**config.mk**
```make
export PLATFORM = sky130hd
export DESIGN_NAME = ppu_csr
export DESIGN_NICKNAME = d
export VERILOG_FILES = /design/src/rtl/packed_pixel_palette_unpacker_unit_macros.svh /design/src/rtl/ppu_pkg.sv /design/src/rtl/ppu_csr.sv
export SDC_FILE = /design/constraint.sdc
export NUM_CORES = 1
export LEC_CHECK = 0
export BUFFER_PORTS_ARGS = -buffer_cell sky130_fd_sc_hd__buf_2
export CAP_MARGIN = 10
export CORE_AREA = 10 10 49 51
export DETAILED_ROUTE_END_ITERATION = 7
export DIE_AREA = 0 0 59 61
export MAX_ROUTING_LAYER = met4
export PLACE_DENSITY_LB_ADDON = 0.05
export REMOVE_ABC_BUFFERS = 1
export SYNTH_ARGS = -nofsm -noshare
export SYNTH_HDL_FRONTEND = slang
export SYNTH_SLANG_ARGS = --single-unit
```
**constraint.sdc**
```tcl
create_clock -name clock -period 1.49 [get_ports clock]
set_input_delay 0.149 -clock clock [delete_from_list [all_inputs] [get_ports clock]]
set_output_delay 0.149 -clock clock [all_outputs]
set_load 0.01 [all_outputs]
```
**src/rtl/packed_pixel_palette_unpacker_unit_macros.svh**
```systemverilog
// Assertion macros for the unpacker RTL, included by ppu_seq.
`ifndef PACKED_PIXEL_PALETTE_UNPACKER_UNIT_MACROS_SVH
`define PACKED_PIXEL_PALETTE_UNPACKER_UNIT_MACROS_SVH

`ifndef ASSERT_OFF
`define PPU_ASSERT(name, clk, rst, prop) \
   name: assert property (@(posedge clk) disable iff (rst) prop) \
      else $error("ppu assertion failed");
`define PPU_ASSERT_ALWAYS(name, clk, prop) \
   name: assert property (@(posedge clk) prop) \
      else $error("ppu assertion failed");
`else
`define PPU_ASSERT(name, clk, rst, prop)
`define PPU_ASSERT_ALWAYS(name, clk, prop)
`endif

`endif

```
**src/rtl/ppu_pkg.sv**
```systemverilog
package ppu_pkg;

   localparam int PALETTE_COUNT      = 256;
   localparam int MAX_BITS_PER_PIXEL = 4;
   localparam int ENTRY_COUNT        = 1 << MAX_BITS_PER_PIXEL;
   localparam int STORE_DEPTH        = PALETTE_COUNT * ENTRY_COUNT;
   localparam int ADDR_BITS          = $clog2(STORE_DEPTH);

   localparam int DATA_BITS  = 8;
   localparam int PAL_BITS   = 8;
   localparam int INDEX_BITS = 4;
   localparam int FIELD_BITS = 4;
   localparam int LEFT_BITS  = 4;

   localparam int CSR_ADDR_BITS = 3;
   localparam int CSR_DATA_BITS = 32;

   localparam logic CMD_LOAD  = 1'b0;
   localparam logic CMD_PIXEL = 1'b1;

   localparam logic REG_BPP = 1'b0;

   localparam logic [1:0] BPP_CODE_1   = 2'd0;
   localparam logic [1:0] BPP_CODE_2   = 2'd1;
   localparam logic [1:0] BPP_CODE_4   = 2'd2;
   localparam logic [1:0] BPP_CODE_RST = BPP_CODE_4;

   typedef struct packed {
      logic                 valid;
      logic [ADDR_BITS-1:0] addr;
      logic                 zero;
      logic                 last;
   } rd_req_type;

   typedef struct packed {
      logic                 en;
      logic [ADDR_BITS-1:0] addr;
      logic [DATA_BITS-1:0] data;
   } wr_req_type;

   function automatic logic [LEFT_BITS-1:0] bpp_count(input logic [1:0] code);
      logic [LEFT_BITS-1:0] n;
      unique case (code)
         BPP_CODE_1: n = 4'd8;
         BPP_CODE_2: n = 4'd4;
         default:    n = 4'd2;
      endcase
      return n;
   endfunction

   function automatic logic [2:0] bpp_width(input logic [1:0] code);
      logic [2:0] w;
      unique case (code)
         BPP_CODE_1: w = 3'd1;
         BPP_CODE_2: w = 3'd2;
         default:    w = 3'd4;
      endcase
      return w;
   endfunction

   function automatic logic [FIELD_BITS-1:0] top_field(input logic [DATA_BITS-1:0] b,
                                                       input logic [1:0] code);
      logic [FIELD_BITS-1:0] f;
      unique case (code)
         BPP_CODE_1: f = {3'b000, b[7]};
         BPP_CODE_2: f = {2'b00, b[7:6]};
         default:    f = b[7:4];
      endcase
      return f;
   endfunction

endpackage

```
**src/rtl/ppu_csr.sv**
```systemverilog
module ppu_csr import ppu_pkg::*; (
   input  logic                     clock,
   input  logic                     reset,
   input  logic                     csr_psel,
   input  logic                     csr_penable,
   input  logic                     csr_pwrite,
   input  logic [CSR_ADDR_BITS-1:0] csr_paddr,
   input  logic [CSR_DATA_BITS-1:0] csr_pwdata,
   output logic [CSR_DATA_BITS-1:0] csr_prdata,
   output logic                     csr_pready,
   output logic [1:0]               bpp_code
);

   logic [1:0] bpp_ff, bpp_in;
   logic       reg_sel;

   assign reg_sel    = csr_paddr[CSR_ADDR_BITS-1];
   assign csr_pready = 1'b1;
   assign bpp_code   = bpp_ff;

   always_comb begin
      bpp_in = bpp_ff;
      if (csr_psel && csr_penable && csr_pwrite && csr_pready && reg_sel == REG_BPP) begin
         bpp_in = csr_pwdata[1:0];
      end
   end

   always_comb begin
      csr_prdata = '0;
      if (reg_sel == REG_BPP) begin
         csr_prdata = {{(CSR_DATA_BITS-2){1'b0}}, bpp_ff};
      end
   end

   always_ff @(posedge clock) begin
      if (reset) begin
         bpp_ff <= BPP_CODE_RST;
      end else begin
         bpp_ff <= bpp_in;
      end
   end

endmodule

```
==> results.sh <==
export IMPL_wire_per_inst_um=10.6
export IMPL_io_buffer_count=11
export IMPL_cp_data_arrival_time_ps=850
export IMPL_cpMaxStageDelayCell="dfxtp_1"
export IMPL_clock_sinks=2
export IMPL_drv_slew=0
export IMPL_antenna_found_initial=0
export IMPL_cts_htree_levels=1
export IMPL_nets=98
export IMPL_root_buffer="clkbuf_4"
export IMPL_hpwl_um=722
export IMPL_period_share_pct=67.3
export IMPL_startpoint_type="register"
export IMPL_path_clk_slew_ps=30
export IMPL_multi_input_area_um2=184
export IMPL_grt_pass1_vias=221
export IMPL_firstDrtPassIters=2
export IMPL_status="completed"
export IMPL_fillers=169
export IMPL_post_dp_cell_area_um2=299
export IMPL_avgSynthCellArea_um2=7.91
export IMPL_gp_routability_congestion=0.555
export IMPL_rsz0062_at_grt="false"
export IMPL_synthCells=44
export IMPL_antenna_left=0
export IMPL_ys_types=8
export IMPL_grt_overflow=0
export IMPL_cp_cell_sequence="and2b_2 -> buf_2"
export IMPL_die_x_um=59
export IMPL_cap_violations=0
export IMPL_ff_latch_area_um2=40.0
export IMPL_fp_dieH_um=61
export IMPL_hold_viol=0
export IMPL_required_ps=1340
export IMPL_vias=212
export IMPL_clockBufferDepth=2
export IMPL_cts_setup_buffers=0
export IMPL_io_pins=75
export IMPL_grt_pass1_wl_mm=1.01
export IMPL_drive_above_1_share_pct=28.6
export IMPL_cp_max_fo=3
export IMPL_cts_tree="yes"
export IMPL_start_util_pct=23.6
export IMPL_drc=0
export IMPL_synth_seq_cells=2
export IMPL_critical_path_class="reg -> out"
export IMPL_ir_drop_mv=0.266
export IMPL_fmax_ghz=0.997
export IMPL_post_cts_resized=0
export IMPL_grtUsageTotal_pct=3.84
export IMPL_yosysSeqAreaShare_pct=11.5
export IMPL_slowest_delay_ps=310
export IMPL_min_period_ps=1000
export IMPL_timing_hold_ws_ps=204
export IMPL_powerDensity_mw_per_mm2=725
export IMPL_fp_row_count=14
export IMPL_core_mm2=0.00147
export IMPL_drt_wl_total_um=763
export IMPL_final_cell_area_um2=322
export IMPL_clk_latency_ps=220
export IMPL_fin_tns_setup_ps=0
export IMPL_skew_ps=0
export IMPL_syn2layout_area_growth_pct=-7.55
export IMPL_first_iter_violations=2
export IMPL_hold_path_class="in -> reg"
export IMPL_synth_area_um2=348
export IMPL_dieArea_mm2=0.00360
export IMPL_setup_viol=0
export IMPL_hold_buffers=0
export IMPL_cp_end_kind="output port"
export IMPL_vias_per_cell=2.94
export IMPL_diodes=0
export IMPL_synth_warnings=0
export IMPL_grt_max_degree=5
export IMPL_cts_buffers=3
export IMPL_power_leakage_nw=0.202
export IMPL_largest_reg_flops=2
==> where the power goes <==
group	internal, mW	switching [mW]
Sequential	0.0552	0.000867
Clock	0.0886	0.0285
Combinational	0.0134	0.0467
Total	0.157	0.0760
==> critical path: cells and delay by family, from the launching register on <==
kind	cells	cell delay, ps
buf+inv	1	130
flops	1	310
simple gates	1	190
==> synthesized netlist by cell type <==
master	n	area (um2)
conb_1	2	7.51
buf_4	31	233
mux2i_1	2	20.0
dfxtp_1	2	40.0
and2b_2	2	17.5
nand2b_1	2	12.5
nor2_1	2	7.51
and4b_1	1	10.0
==> cell usage in the layout, fill, tap and decap left out <==
master,netlist,final
buf_2,0,11
clkbuf_4,0,3
dfxtp_1,2,2
conb_1,2,31
and4b_1,1,1
nand2b_1,2,2
mux2i_1,2,2
nor2_1,2,2
and2b_2,2,2
==> layer usage <==
| layer | up-vias | global-route usage [%] | part of all wire (%) |
|---|---|---|---|
| met1 | 83 | 3.93 | 40 |
| met3 | 0 | 2.71 | 24 |
| met5 | - | - | 0 |
| li1 | 97 | - | - |
| met4 | 0 | 3.93 | 0 |
| met2 | 32 | 4.50 | 35 |
==> final cells by class <==
type                    count  share of cell area [%]
multi-input cells          40                    57.2
repair buffers             11                    17.1
flip-flops and latches      2                    12.5
clock buffers               3                    7.00
well taps                  16                    6.23
==> through the flow <==
step	power [mW]	util (%)	cells	setup WS, ps
after detailed placement	0.113	20.3	69	626
after floorplan	0.0989	-	42	797
after global placement	0.113	20.3	69	629
final	0.233	21.9	72	487
after global routing	0.249	21.9	72	459
after CTS	0.240	21.9	72	472
==> kinds of logic (layout without fill, tap and decap cells) <==
kind of cell,Yosys count,after routing,share of synthesized area (%)
simple gates,7,7,13.7
mux,2,2,5.76
other cells,2,31,2.16
buf+inv,31,14,66.9
flops,2,2,11.5
==> final timing paths <==
kind	end	cells after the start	slack, ps	startpoint
worst max-delay path	csr_prdata[1]	2	490	bpp_code[1]$_SDFFE_PP1P_
worst min-delay path	bpp_code[0]$_SDFFE_PP0P_	3	200	csr_pwdata[0]
worst max register to register	bpp_code[1]$_SDFFE_PP1P_	2	890	bpp_code[1]$_SDFFE_PP1P_
worst min register to register	bpp_code[0]$_SDFFE_PP0P_	2	490	bpp_code[0]$_SDFFE_PP0P_
Power figures use the tool's default switching activity.
